File: src/rtl/sprite_frame_animator_macros.svh
// Assertion macros for the sprite frame animator.
// Expects clk_i and rst_ni in the scope of every use.
`ifndef SPRITE_FRAME_ANIMATOR_MACROS_SVH
`define SPRITE_FRAME_ANIMATOR_MACROS_SVH

// Same-cycle implication, checked outside reset.
`define SFA_ASSERT_NOW(lbl, ante, cons, msg) \
  lbl: assert property (@(posedge clk_i) disable iff (!rst_ni) (ante) |-> (cons)) \
    else $error(msg);

// Next-cycle implication, checked outside reset.
`define SFA_ASSERT_NEXT(lbl, ante, cons, msg) \
  lbl: assert property (@(posedge clk_i) disable iff (!rst_ni) (ante) |=> (cons)) \
    else $error(msg);

`endif

File: src/rtl/sfa_pkg.sv
// Shared widths, register indexes, command/status structs and helpers.
// Used by every module of the sprite frame animator.
`timescale 1ns / 1ps

package sfa_pkg;

  localparam int unsigned MAX_FRAMES = 1024;
  localparam int unsigned FRAME_W    = 10;
  localparam int unsigned COUNT_W    = 11;
  localparam int unsigned TILE_W     = 11;
  localparam int unsigned PIX_W      = 23;
  localparam int unsigned RATE_W     = 16;
  localparam int unsigned STEP_W     = 17;
  localparam int unsigned PHASE_W    = 24;
  localparam int unsigned PROD_W     = RATE_W + STEP_W;
  localparam int unsigned SIZE_W     = 13;
  localparam int unsigned ENDS_W     = 8;
  localparam int unsigned DIV_W      = 11;
  localparam int unsigned DIV_CNT_W  = $clog2(DIV_W + 1);
  localparam int unsigned CFG_IDX_W  = 3;
  localparam int unsigned CFG_DATA_W = 16;
  localparam int unsigned IN_DATA_W  = 32;
  localparam int unsigned OUT_DATA_W = 88;

  localparam logic [CFG_IDX_W-1:0] CFG_RATE           = 3'd0;
  localparam logic [CFG_IDX_W-1:0] CFG_LOOP_ENABLE    = 3'd1;
  localparam logic [CFG_IDX_W-1:0] CFG_FRAME_COUNT    = 3'd2;
  localparam logic [CFG_IDX_W-1:0] CFG_FRAMES_PER_ROW = 3'd3;
  localparam logic [CFG_IDX_W-1:0] CFG_FIRST_TILE_COL = 3'd4;
  localparam logic [CFG_IDX_W-1:0] CFG_FIRST_TILE_ROW = 3'd5;
  localparam logic [CFG_IDX_W-1:0] CFG_FRAME_WIDTH    = 3'd6;
  localparam logic [CFG_IDX_W-1:0] CFG_FRAME_HEIGHT   = 3'd7;

  localparam logic FUNC_TICK    = 1'b0;
  localparam logic FUNC_RESTART = 1'b1;

  typedef struct packed {
    logic load;
    logic mul_rate;
    logic advance;
    logic div_start;
    logic div_sel_row;
    logic take_wrap;
    logic take_row;
    logic mul_x;
    logic mul_y;
    logic emit;
  } cmd_t;

  typedef struct packed {
    logic in_func;
    logic need_wrap;
    logic div_busy;
    logic out_free;
  } stat_t;

  function automatic logic [COUNT_W-1:0] eff_count(input logic [COUNT_W-1:0] c);
    logic [COUNT_W-1:0] r;
    r = c;
    if (c == '0) r = COUNT_W'(1);
    else if (c > COUNT_W'(MAX_FRAMES)) r = COUNT_W'(MAX_FRAMES);
    return r;
  endfunction

  function automatic logic [COUNT_W-1:0] eff_fpr(input logic [COUNT_W-1:0] f);
    return (f == '0) ? COUNT_W'(1) : f;
  endfunction

endpackage

File: src/rtl/sfa_div.sv
// Restoring divider, one quotient bit per cycle.
// Depends on sfa_pkg for widths.
`timescale 1ns / 1ps

module sfa_div
  import sfa_pkg::*;
(
  input  logic             clk_i,
  input  logic             rst_ni,
  input  logic             start_i,
  input  logic [DIV_W-1:0] dividend_i,
  input  logic [DIV_W-1:0] divisor_i,
  output logic             busy_o,
  output logic [DIV_W-1:0] quot_o,
  output logic [DIV_W-1:0] rem_o
);

  logic [DIV_CNT_W-1:0] cnt_q, cnt_d;
  logic [DIV_W-1:0]     quot_q, quot_d;
  logic [DIV_W:0]       rem_q, rem_d;
  logic [DIV_W-1:0]     dsr_q, dsr_d;
  logic [DIV_W:0]       rem_sh;
  logic                 ge;

  assign rem_sh = {rem_q[DIV_W-1:0], quot_q[DIV_W-1]};
  assign ge     = rem_sh >= {1'b0, dsr_q};

  always_comb begin
    cnt_d  = cnt_q;
    quot_d = quot_q;
    rem_d  = rem_q;
    dsr_d  = dsr_q;
    if (start_i) begin
      cnt_d  = DIV_CNT_W'(DIV_W);
      quot_d = dividend_i;
      rem_d  = '0;
      dsr_d  = divisor_i;
    end else if (cnt_q != '0) begin
      cnt_d  = cnt_q - DIV_CNT_W'(1);
      quot_d = {quot_q[DIV_W-2:0], ge};
      rem_d  = ge ? (rem_sh - {1'b0, dsr_q}) : rem_sh;
    end
  end

  always_ff @(posedge clk_i or negedge rst_ni) begin
    if (!rst_ni) begin
      cnt_q <= '0;
    end else begin
      cnt_q <= cnt_d;
    end
  end

  always_ff @(posedge clk_i) begin
    quot_q <= quot_d;
    rem_q  <= rem_d;
    dsr_q  <= dsr_d;
  end

  assign busy_o = cnt_q != '0;
  assign quot_o = quot_q;
  assign rem_o  = rem_q[DIV_W-1:0];

endmodule

File: src/rtl/sfa_dp.sv
// Datapath: configuration registers, animation state, shared multiplier,
// divider and output register. Depends on sfa_pkg and sfa_div.
`timescale 1ns / 1ps

module sfa_dp
  import sfa_pkg::*;
(
  input  logic                  clk_i,
  input  logic                  rst_ni,
  input  logic                  cfg_valid_i,
  input  logic [CFG_IDX_W-1:0]  cfg_index_i,
  input  logic [CFG_DATA_W-1:0] cfg_data_i,
  input  logic [IN_DATA_W-1:0]  s_tdata_i,
  input  logic                  s_tuser_i,
  input  cmd_t                  cmd_i,
  output stat_t                 stat_o,
  input  logic                  m_tready_i,
  output logic                  m_tvalid_o,
  output logic [OUT_DATA_W-1:0] m_tdata_o
);

  logic [RATE_W-1:0]  rate_q;
  logic               loop_q;
  logic [COUNT_W-1:0] fcount_q;
  logic [COUNT_W-1:0] fpr_q;
  logic [FRAME_W-1:0] tcol0_q;
  logic [FRAME_W-1:0] trow0_q;
  logic [SIZE_W-1:0]  fwidth_q;
  logic [SIZE_W-1:0]  fheight_q;

  logic [FRAME_W-1:0] frame_q;
  logic [PHASE_W-1:0] phase_q;
  logic               halted_q;
  logic [STEP_W-1:0]  tstep_q;
  logic [PROD_W-1:0]  prod_q;
  logic [DIV_W-1:0]   nf_q;
  logic               changed_q;
  logic [ENDS_W-1:0]  ends_q;
  logic [TILE_W-1:0]  col_q;
  logic [TILE_W-1:0]  row_q;
  logic [PIX_W-1:0]   px_q;

  logic                  m_tvalid_q;
  logic [OUT_DATA_W-1:0] m_tdata_q;

  logic [COUNT_W-1:0]  count;
  logic [COUNT_W-1:0]  fpr;
  logic [STEP_W-1:0]   in_tstep;
  logic [FRAME_W-1:0]  in_start;
  logic [PROD_W:0]     sum;
  logic [FRAME_W-1:0]  whole;
  logic [DIV_W-1:0]    nf;
  logic [FRAME_W-1:0]  last_frame;
  logic [RATE_W-1:0]   mul_a;
  logic [STEP_W-1:0]   mul_b;
  logic [PROD_W-1:0]   mul_p;
  logic                div_busy;
  logic [DIV_W-1:0]    div_quot;
  logic [DIV_W-1:0]    div_rem;
  logic [DIV_W-1:0]    div_dividend;
  logic [DIV_W-1:0]    div_divisor;

  assign count      = eff_count(fcount_q);
  assign fpr        = eff_fpr(fpr_q);
  assign last_frame = FRAME_W'(count - COUNT_W'(1));
  assign in_tstep   = s_tdata_i[STEP_W-1:0];
  assign in_start   = s_tdata_i[STEP_W +: FRAME_W];

  assign sum   = {1'b0, prod_q} + (PROD_W + 1)'(phase_q);
  assign whole = sum[PHASE_W +: FRAME_W];
  assign nf    = {1'b0, frame_q} + {1'b0, whole};

  always_comb begin
    mul_a = halted_q ? '0 : rate_q;
    mul_b = tstep_q;
    if (cmd_i.mul_x) begin
      mul_a = RATE_W'(col_q);
      mul_b = STEP_W'(fwidth_q);
    end else if (cmd_i.mul_y) begin
      mul_a = RATE_W'(row_q);
      mul_b = STEP_W'(fheight_q);
    end
  end

  assign mul_p = PROD_W'(mul_a) * PROD_W'(mul_b);

  assign div_dividend = cmd_i.div_sel_row ? DIV_W'(frame_q) : nf_q;
  assign div_divisor  = cmd_i.div_sel_row ? fpr : count;

  sfa_div u_div (
    .clk_i      (clk_i),
    .rst_ni     (rst_ni),
    .start_i    (cmd_i.div_start),
    .dividend_i (div_dividend),
    .divisor_i  (div_divisor),
    .busy_o     (div_busy),
    .quot_o     (div_quot),
    .rem_o      (div_rem)
  );

  always_ff @(posedge clk_i or negedge rst_ni) begin
    if (!rst_ni) begin
      rate_q    <= '0;
      loop_q    <= 1'b1;
      fcount_q  <= COUNT_W'(1);
      fpr_q     <= COUNT_W'(1);
      tcol0_q   <= '0;
      trow0_q   <= '0;
      fwidth_q  <= SIZE_W'(1);
      fheight_q <= SIZE_W'(1);
    end else if (cfg_valid_i) begin
      unique case (cfg_index_i)
        CFG_RATE:           rate_q    <= cfg_data_i[RATE_W-1:0];
        CFG_LOOP_ENABLE:    loop_q    <= cfg_data_i[0];
        CFG_FRAME_COUNT:    fcount_q  <= cfg_data_i[COUNT_W-1:0];
        CFG_FRAMES_PER_ROW: fpr_q     <= cfg_data_i[COUNT_W-1:0];
        CFG_FIRST_TILE_COL: tcol0_q   <= cfg_data_i[FRAME_W-1:0];
        CFG_FIRST_TILE_ROW: trow0_q   <= cfg_data_i[FRAME_W-1:0];
        CFG_FRAME_WIDTH:    fwidth_q  <= cfg_data_i[SIZE_W-1:0];
        CFG_FRAME_HEIGHT:   fheight_q <= cfg_data_i[SIZE_W-1:0];
        default: ;
      endcase
    end
  end

  always_ff @(posedge clk_i or negedge rst_ni) begin
    if (!rst_ni) begin
      frame_q  <= '0;
      phase_q  <= '0;
      halted_q <= 1'b0;
    end else begin
      if (cmd_i.load && s_tuser_i == FUNC_RESTART) begin
        frame_q <= (COUNT_W'(in_start) >= count) ? last_frame : in_start;
      end
      if (cmd_i.advance) begin
        phase_q <= sum[PHASE_W-1:0];
        if (whole != '0) begin
          if (COUNT_W'(nf) >= count) begin
            if (!loop_q) begin
              frame_q  <= last_frame;
              halted_q <= 1'b1;
            end
          end else begin
            frame_q <= nf[FRAME_W-1:0];
          end
        end
      end else if (cfg_valid_i && cfg_index_i == CFG_RATE) begin
        halted_q <= 1'b0;
      end
      if (cmd_i.take_wrap) begin
        frame_q <= div_rem[FRAME_W-1:0];
      end
    end
  end

  always_ff @(posedge clk_i) begin
    if (cmd_i.load) begin
      tstep_q   <= in_tstep;
      changed_q <= s_tuser_i == FUNC_RESTART;
      ends_q    <= '0;
    end
    if (cmd_i.mul_rate || cmd_i.mul_x || cmd_i.mul_y) begin
      prod_q <= mul_p;
    end
    if (cmd_i.advance && whole != '0) begin
      changed_q <= 1'b1;
      nf_q      <= nf;
      if (COUNT_W'(nf) >= count && !loop_q) begin
        ends_q <= ENDS_W'(1);
      end
    end
    if (cmd_i.take_wrap) begin
      ends_q <= (div_quot > DIV_W'(255)) ? '1 : div_quot[ENDS_W-1:0];
    end
    if (cmd_i.take_row) begin
      col_q <= TILE_W'(tcol0_q) + TILE_W'(div_rem);
      row_q <= TILE_W'(trow0_q) + TILE_W'(div_quot);
    end
    if (cmd_i.mul_y) begin
      px_q <= prod_q[PIX_W-1:0];
    end
    if (cmd_i.emit) begin
      m_tdata_q <= {halted_q, ends_q, changed_q, prod_q[PIX_W-1:0], px_q,
                    row_q, col_q, frame_q};
    end
  end

  always_ff @(posedge clk_i or negedge rst_ni) begin
    if (!rst_ni) begin
      m_tvalid_q <= 1'b0;
    end else if (cmd_i.emit) begin
      m_tvalid_q <= 1'b1;
    end else if (m_tready_i) begin
      m_tvalid_q <= 1'b0;
    end
  end

  assign stat_o.in_func   = s_tuser_i;
  assign stat_o.need_wrap = loop_q && whole != '0 && COUNT_W'(nf) >= count;
  assign stat_o.div_busy  = div_busy;
  assign stat_o.out_free  = !m_tvalid_q || m_tready_i;

  assign m_tvalid_o = m_tvalid_q;
  assign m_tdata_o  = m_tdata_q;

endmodule

File: src/rtl/sfa_ctrl.sv
// Controller state machine sequencing one transaction through the datapath.
// Depends on sfa_pkg and the assertion macro header.
`timescale 1ns / 1ps
`include "sprite_frame_animator_macros.svh"

module sfa_ctrl
  import sfa_pkg::*;
(
  input  logic  clk_i,
  input  logic  rst_ni,
  input  logic  s_tvalid_i,
  output logic  s_tready_o,
  input  stat_t stat_i,
  output cmd_t  cmd_o
);

  localparam logic [3:0] S_IDLE  = 4'd0;
  localparam logic [3:0] S_MUL   = 4'd1;
  localparam logic [3:0] S_ADV   = 4'd2;
  localparam logic [3:0] S_WDIV  = 4'd3;
  localparam logic [3:0] S_WWAIT = 4'd4;
  localparam logic [3:0] S_RDIV  = 4'd5;
  localparam logic [3:0] S_RWAIT = 4'd6;
  localparam logic [3:0] S_MULX  = 4'd7;
  localparam logic [3:0] S_MULY  = 4'd8;
  localparam logic [3:0] S_OUT   = 4'd9;

  logic [3:0] state_q, state_d;

  always_comb begin
    state_d = state_q;
    cmd_o   = '0;
    unique case (state_q)
      S_IDLE: begin
        if (s_tvalid_i) begin
          cmd_o.load = 1'b1;
          state_d    = (stat_i.in_func == FUNC_RESTART) ? S_RDIV : S_MUL;
        end
      end
      S_MUL: begin
        cmd_o.mul_rate = 1'b1;
        state_d        = S_ADV;
      end
      S_ADV: begin
        cmd_o.advance = 1'b1;
        state_d       = stat_i.need_wrap ? S_WDIV : S_RDIV;
      end
      S_WDIV: begin
        cmd_o.div_start = 1'b1;
        state_d         = S_WWAIT;
      end
      S_WWAIT: begin
        if (!stat_i.div_busy) begin
          cmd_o.take_wrap = 1'b1;
          state_d         = S_RDIV;
        end
      end
      S_RDIV: begin
        cmd_o.div_start   = 1'b1;
        cmd_o.div_sel_row = 1'b1;
        state_d           = S_RWAIT;
      end
      S_RWAIT: begin
        if (!stat_i.div_busy) begin
          cmd_o.take_row = 1'b1;
          state_d        = S_MULX;
        end
      end
      S_MULX: begin
        cmd_o.mul_x = 1'b1;
        state_d     = S_MULY;
      end
      S_MULY: begin
        cmd_o.mul_y = 1'b1;
        state_d     = S_OUT;
      end
      S_OUT: begin
        if (stat_i.out_free) begin
          cmd_o.emit = 1'b1;
          state_d    = S_IDLE;
        end
      end
      default: state_d = S_IDLE;
    endcase
  end

  always_ff @(posedge clk_i or negedge rst_ni) begin
    if (!rst_ni) begin
      state_q <= S_IDLE;
    end else begin
      state_q <= state_d;
    end
  end

  assign s_tready_o = state_q == S_IDLE;

  `SFA_ASSERT_NEXT(a_accept_leaves_idle, s_tvalid_i && s_tready_o, state_q != S_IDLE, "accepted transaction left controller idle")
  `SFA_ASSERT_NOW(a_idle_div_quiet, state_q == S_IDLE, !stat_i.div_busy, "divider busy while idle")
  `SFA_ASSERT_NEXT(a_div_start_busy, cmd_o.div_start, stat_i.div_busy, "divider did not start")
  `SFA_ASSERT_NOW(a_emit_room, cmd_o.emit, stat_i.out_free, "result emitted over a held result")

endmodule

File: src/rtl/sprite_frame_animator.sv
// Channel      Dir  Handshake                  Payload
// s (items)    in   s_tvalid_i / s_tready_o    s_tdata_i, s_tuser_i
// m (results)  out  m_tvalid_o / m_tready_i    m_tdata_o
// cfg (regs)   in   cfg_valid_i / cfg_ready_o  cfg_index_i, cfg_data_i
//
// One transaction at a time: a tick makes the phase step, moves the frame,
// divides (bit-serially) for the wrap if the frame wraps, then for the tile
// position, and forms both pixel products; a restart starts at the tile
// division. One shared multiplier forms the phase step and both pixel
// products. A finished result sits in the output register, so the next
// item is taken while it waits. Async active-low reset; cfg always ready.
`timescale 1ns / 1ps

module sprite_frame_animator
  import sfa_pkg::*;
(
  input  logic                  clk_i,
  input  logic                  rst_ni,
  input  logic                  s_tvalid_i,
  output logic                  s_tready_o,
  // [16:0] time_step, [26:17] start_frame
  input  logic [IN_DATA_W-1:0]  s_tdata_i,
  // [0] func
  input  logic                  s_tuser_i,
  output logic                  m_tvalid_o,
  input  logic                  m_tready_i,
  // [9:0] frame_index, [20:10] tile_col, [31:21] tile_row, [54:32] pixel_x,
  // [77:55] pixel_y, [78] frame_changed, [86:79] end_count, [87] stopped
  output logic [OUT_DATA_W-1:0] m_tdata_o,
  input  logic                  cfg_valid_i,
  output logic                  cfg_ready_o,
  input  logic [CFG_IDX_W-1:0]  cfg_index_i,
  input  logic [CFG_DATA_W-1:0] cfg_data_i
);

  cmd_t  cmd;
  stat_t stat;

  assign cfg_ready_o = 1'b1;

  sfa_ctrl u_ctrl (
    .clk_i      (clk_i),
    .rst_ni     (rst_ni),
    .s_tvalid_i (s_tvalid_i),
    .s_tready_o (s_tready_o),
    .stat_i     (stat),
    .cmd_o      (cmd)
  );

  sfa_dp u_dp (
    .clk_i       (clk_i),
    .rst_ni      (rst_ni),
    .cfg_valid_i (cfg_valid_i),
    .cfg_index_i (cfg_index_i),
    .cfg_data_i  (cfg_data_i),
    .s_tdata_i   (s_tdata_i),
    .s_tuser_i   (s_tuser_i),
    .cmd_i       (cmd),
    .stat_o      (stat),
    .m_tready_i  (m_tready_i),
    .m_tvalid_o  (m_tvalid_o),
    .m_tdata_o   (m_tdata_o)
  );

endmodule
File: config.mk
export PLATFORM = sky130hd
export DESIGN_NAME = sprite_frame_animator
export DESIGN_NICKNAME = d
export VERILOG_FILES = /design/src/rtl/sfa_pkg.sv /design/src/rtl/sfa_div.sv /design/src/rtl/sfa_dp.sv /design/src/rtl/sfa_ctrl.sv /design/src/rtl/sprite_frame_animator.sv
export VERILOG_INCLUDE_DIRS = /design/src /design/src/rtl
export SDC_FILE = /design/constraint.sdc
export NUM_CORES = 1
export LEC_CHECK = 0
export ABC_AREA = 1
export BUFFER_PORTS_ARGS = -buffer_cell sky130_fd_sc_hd__buf_2
export CORE_MARGIN = 1.5
export CORE_UTILIZATION = 65
export CTS_BUF_LIST = sky130_fd_sc_hd__clkbuf_4
export CTS_CLUSTER_DIAMETER = 30
export DETAILED_ROUTE_END_ITERATION = 10
export PLACE_DENSITY = 0.91
export SLEW_MARGIN = 20
export SYNTH_ARGS = -nofsm -noshare
export SYNTH_HDL_FRONTEND = slang
export SYNTH_SLANG_ARGS = --single-unit
File: constraint.sdc
create_clock -name clk_i -period 10.15 [get_ports clk_i]
set_input_delay 2.03 -clock clk_i [delete_from_list [all_inputs] [get_ports clk_i]]
set_output_delay 2.03 -clock clk_i [all_outputs]
set_load 0.02 [all_outputs]
-- After elaboration in Yosys (flattened, before gate mapping)
Index checks and enable logic that the tools add are counted.
- register bits after elaboration: 365
- input port bits: 57
- output and inout port bits: 91
- logic and storage cells: 147
- add/sub/neg operators: 7
- multipliers: 1
- magnitude comparators: 5
- equal/unequal tests: 23
- muxes and demuxes: 54
- reduce and logical (&&, ||, !) cells: 31
- operator list (cell ; number):
    $mux W11 ; 8
    $mux W10 ; 7
    $mux W16 ; 3
    $mux W8 ; 5
    $pmux W4 S10 ; 1
    $add A33 B24 Y34 ; 1
    $mux W17 ; 2
    $mul A16 B17 Y33 ; 1
    $mux W4 ; 6
    $add A10 B11 Y11 ; 2
    $logic_not A11 Y1 ; 2
    $mux W1 ; 20
    $eq A4 B3 Y1 const B ; 4
    $reduce_and A2 Y1 ; 8
    $ne A2 B2 Y1 const B ; 7
    $eq A3 B3 Y1 const B ; 4
    $ge A12 B11 Y1 ; 1
    $add A10 B10 Y11 ; 1
    $ge A10 B11 Y1 ; 1
    $ge A11 B11 Y1 ; 1
    $gt A11 B11 Y1 const B ; 1
    $gt A11 B8 Y1 const B ; 1
    $sub A11 B11 Y11 ; 1
    $reduce_bool A10 Y1 ; 1
    17 further kinds ; 32

-- Longest topological paths before layout
- depth after elaboration: 11
- mapped depth: 37
- gate-level depth less buffers: 36

-- Hierarchy
A second synthesis with hierarchy kept.
- cells, all modules: 3176
- area total of the unflattened synthesis: 27455.1 um2
- modules (own cells, without submodules) (module ; times used ; cells each ; area an instance (um2) ; sequential area each (um2)):
    sfa_dp ; 1 ; 2822 ; 24785.0 ; 9039.9
    sfa_div ; 1 ; 297 ; 2334.7 ; 980.9
    sfa_ctrl ; 1 ; 55 ; 324.1 ; 100.1
    sprite_frame_animator ; 1 ; 2 ; 11.3 ; 0.0

-- Least setup slack after synthesis
Ideal clock, no wire load.
- path kind: register to register
- start: reg u_ctrl.state_q[0]
- end: reg u_dp.prod_q[31] (data pin)
- setup time: 265 ps
- arrival: 6569 ps
- required time: 9885 ps
- setup slack: 3315 ps
- cell stages (with the launch flop): 33
- path buffers: 2
- clock period less this slack: 6835 ps
- path through: dfrtp_1 > nor2_2 > nand2_2 > inv_2 > buf_2 > a22oi_1 > nand2_1 > o21ai_1 > inv_1 > buf_2 > nand2_1 > fa_1 > inv_1 > fa_1 > inv_1 > fa_1 > inv_1 > fa_1 > fa_1 > inv_1 > fa_1 > inv_1 > ha_1 > a21o_1 > a21oi_1 > nand2_1 > nand2_1 > nand3_1 > nand2_1 > o211ai_1 > a21boi_0 > o21ai_0 > xor2_1
- longest elaborated chain between the ends: 5
- elaborated cells between the ends (all ways): 9
- classes of those cells: mul: 1; eq/ne: 2; mux: 6
- RTL lines (what ; line ; RTL):
    start: declaration ; sfa_ctrl.sv:28 ; logic [3:0] state_q, state_d;
    start signal: assignment ; sfa_ctrl.sv:91 ; state_q <= state_d;
    $eq A4 B4 Y1 ; sfa_ctrl.sv:33 ; unique case (state_q)
    $mux W1 ; sfa_ctrl.sv:33 ;
    $mux W16 or $mux W17 (tied branches) ; sfa_dp.sv:79 ; end else if (cmd_i.mul_y) begin
    $mux W16 or $mux W17 (tied branches) ; sfa_dp.sv:76 ; if (cmd_i.mul_x) begin
    $mul A16 B17 Y33 (*) ; sfa_dp.sv:85 ; assign mul_p = PROD_W'(mul_a) * PROD_W'(mul_b);
    named net u_dp.mul_p[31] ; sfa_dp.sv:56 ; logic [PROD_W-1:0] mul_p;
    end signal: assignment ; sfa_dp.sv:163 ; prod_q <= mul_p;
    end: declaration ; sfa_dp.sv:35 ; logic [PROD_W-1:0] prod_q;
Mark *: on every way through the listed nets, which the timed path passes. The rest lies on a longest branch.
A chain may end at the register's enable or synchronous reset.

-- Worst setup path in the final report
- start: reg u_ctrl.state_q[2]
- end: reg u_dp.prod_q[31] (data pin)
The elaborated chain is that of the path after synthesis.

==> results.md <==
* Register bit count reported by yosys at around 370
* Post-synthesis sequential area ratio at 0.374
* Register area at 0.0101 sq mm
* DRT iter0 DRCs at 2,566
* Post-Synthesis Net Count at 3,527
* Worst setup path class: reg -> reg
* Post-synthesis instance area at 0.0271 sq mm
* Starting Density at 0.662
* Worst skew pair latency at about 0.9 ns
* Post-layout nets at 3,722
* Reg2reg start: u_ctrl.state_q[2]
* Final Core Density at 0.724
* MaxCap Viol Count at 0
* Clk sinks at 365
* Largest net degree at the start of global routing at 66
* Via/cell ratio at 5.82
* Dominant synthesized flop cell: edfxtp_1
* Routed len/inst at 19.7 um
* Syn Inst Count at 3,064
* Antenna violations before repair at 1
* Clock slew at reported path FFs at 0.07 ns
* First-pass GRT wire length at 120,000 um
* Status: completed
* Ports at 148
* Slew Viols, Final at 0
* CP Max Fanout at 39
* Endpoint class of the critical path: flop
* # hold bufs at CTS at 0
* Ys Warns at 0
* Slowest CP cell: inv_2
* Die area at 0.0429 sq mm
* CP max stage delay at 0.83 ns
* Count of different cell masters after synthesis at 60
* GPL Wtd Cong at 1.01
* H-tree level count at 3
* Area occupied by multi-input gates at 0.0147 sq mm
* HPWL Detailed at 58,200 um
* Post-CTS Setup Bufs at 0
* Die width at 207 um
* DR pass1 iterations at 6
* IO Port Bufs at 141
* Synth async-reset ratio at 0.353
* Data required, critical path at 10.74 ns
* Sum Neg Setup Slack at 0 ns
* Number of synthesized flops with an enable pin at 216
* Highest Clock Rate at about 110 MHz
* Final hold viol count at 0
* WP data arrival at 9.48 ns
* PostCTS Resize Cnt at 0
* HP Class: reg -> reg
* Root Buffer: clkbuf_4
* Routed Wire Length at ~76,000 um
* CTS Buf Count at 95
* Crit path launch: u_ctrl.state_q[2]
* Hold Startpoint: u_dp.px_q[16]
* Worst setup SP type: flop
* TritonCTS clock tree: yes
* Vias in the first global route at 22,600
* Worst-Margin Slew at between 1 and 1.5 ns
* Final period utilization at 0.876
* Unrepaired setup endpoints after global routing: no
* Global route overflow at 0
* Mapped Avg Cell Area at 8.84 sq um
* Fin crit period at between 8 and 9 ns
* Setup violators final at 0
* Area growth, synth to finish at 9.45%
* Most used cell, CP: fa_1
* Clk_skew at between 0.06 and 0.07 ns
* Die height at 207 um
* Core area at about 0.041 sq mm
* Max_slew headroom at 0.251
* Post-route ant nets at 0
* Via count at 22,600
* Clk buf depth at 3
* Drc violations at 0
* Fill cells at 3,043
* Ratio of cells with drive above 1 in the final layout at 0.121
* FP Rows at 74
* GRT Util Overall at 0.361
==> per-layer routing <==
layer | up-vias | GRT usage | part of all wire
li1 | 10200 | - | -
met2 | 1390 | 0.556 | 0.45
met1 | 10800 | 0.481 | 0.39
met3 | 207 | 0.0987 | 0.12
met5 | - | 0 | 0
met4 | 0 | 0.160 | 0.042
==> critical path, delay by kind of cell (launching register included) <==
kind            cells  cell delay, ns
fa+ha+maj           7            3.24
xor+xnor            1            0.17
buf+inv             5            1.50
simple gates        7            1.45
compound gates      8            1.79
flops               1            0.42
==> registers in the layout, summed over array words and instances (netlist names), 13 cells and up <==
name / cells
u_dp.phase_q: 24
u_dp.prod_q: 33
u_dp.rate_q: 16
u_dp.m_tdata_o: 88
u_dp.fheight_q: 13
u_dp.px_q: 23
u_dp.tstep_q: 17
u_dp.fwidth_q: 13
==> cell usage in the layout, fill, tap and decap left out, types with 4 or more instances in the layout <==
| cell type | instances |
|---|---|
| dfxtp_1 | 20 |
| a221oi_2 | 4 |
| a21oi_1 | 112 |
| a21boi_0 | 5 |
| nor2_1 | 282 |
| o21ai_0 | 189 |
| clkbuf_4 | 143 |
| nor3_1 | 15 |
| nand4_1 | 16 |
| o21ai_1 | 8 |
| ha_1 | 193 |
| nor2_2 | 14 |
| o21ai_2 | 10 |
| inv_2 | 20 |
| clkinv_2 | 9 |
| clkinv_1 | 20 |
| nand3_2 | 7 |
| nand2_2 | 10 |
| a211oi_1 | 4 |
| nand2_1 | 733 |
| nor2_4 | 5 |
| nand3_1 | 93 |
| inv_1 | 525 |
| a22oi_1 | 7 |
| o211ai_1 | 17 |
| fa_1 | 213 |
| a21o_1 | 7 |
| dfrtp_1 | 124 |
| buf_4 | 16 |
| xor2_1 | 48 |
| edfxtp_1 | 216 |
| nand3b_1 | 8 |
| nor4_1 | 4 |
| buf_2 | 140 |
| o22ai_1 | 5 |
| a31oi_1 | 11 |
| xnor2_1 | 36 |
| and2_1 | 5 |
| dfstp_2 | 5 |
==> cell families after synthesis <==
family / after synthesis / share of synthesized area
buf+inv: 605 / 0.0857
simple gates: 1207 / 0.184
xor+xnor: 84 / 0.0272
other cells: 1 / 0.000138
flops: 365 / 0.374
mux: 3 / 0.00125
fa+ha+maj: 406 / 0.247
compound gates: 393 / 0.0816
==> cells in the mapped netlist, types with 8 or more instances <==
cell type,n,share of area
nor2_2,14,0.0032
xor2_1,48,0.016
fa_1,213,0.16
nand2_1,733,0.10
xnor2_1,36,0.012
ha_1,193,0.089
nand3_1,93,0.017
o21ai_1,8,0.0015
nand3b_1,8,0.0022
o211ai_1,17,0.0047
nand4_1,16,0.0037
buf_2,20,0.0037
edfxtp_1,216,0.24
nor3_1,16,0.0030
dfxtp_1,20,0.015
a31oi_1,11,0.0025
o21ai_0,190,0.035
o21ai_2,9,0.0029
a21oi_1,112,0.021
nor2_1,284,0.039
nand2_2,10,0.0023
clkbuf_1,35,0.0049
inv_1,525,0.073
inv_2,18,0.0025
dfrtp_1,124,0.11
==> cell type report <==
class	count	share of cell area
well taps	532	0.0225
inverters	547	0.0694
clock buffers	143	0.0362
clock inverters	35	0.00806
flip-flops and latches	365	0.341
repair buffers	156	0.0277
diodes	1	0.0000844
multi-input cells	2094	0.495
==> stage by stage <==
| step | area [sq um] | setup WS [ns] | cells | hold slack (ns) |
|---|---|---|---|---|
| floorplan | 27100 | 3.32 | 3064 | 0.400 |
| detailed placement | 28300 | 1.40 | 3694 | 0.405 |
| global route | 29600 | 0.865 | 3873 | 0.419 |
| global placement | 28300 | 1.65 | 3694 | 0.402 |
| finish | 29600 | 1.26 | 3873 | 0.410 |
| CTS | 29600 | 1.36 | 3872 | 0.413 |
==> path summary, 6_finish.rpt <==
kind | endpoint | slack [ns] | cells past startpoint
worst min-delay path | u_dp.m_tdata_o[48] | 0.41 | 0
worst min register to register | u_dp.m_tdata_o[48] | 0.41 | 0
worst max-delay path | u_dp.prod_q[31] | 1.26 | 28
worst max register to register | u_dp.prod_q[31] | 1.26 | 28
max in group asynchronous | u_dp.tcol0_q[3] | 7.34 | 2
min in group asynchronous | u_dp.halted_q | 1.34 | 1
Power is not shown: default switching activity piles up to over one toggle a cycle in this logic, so the estimate is an artifact.
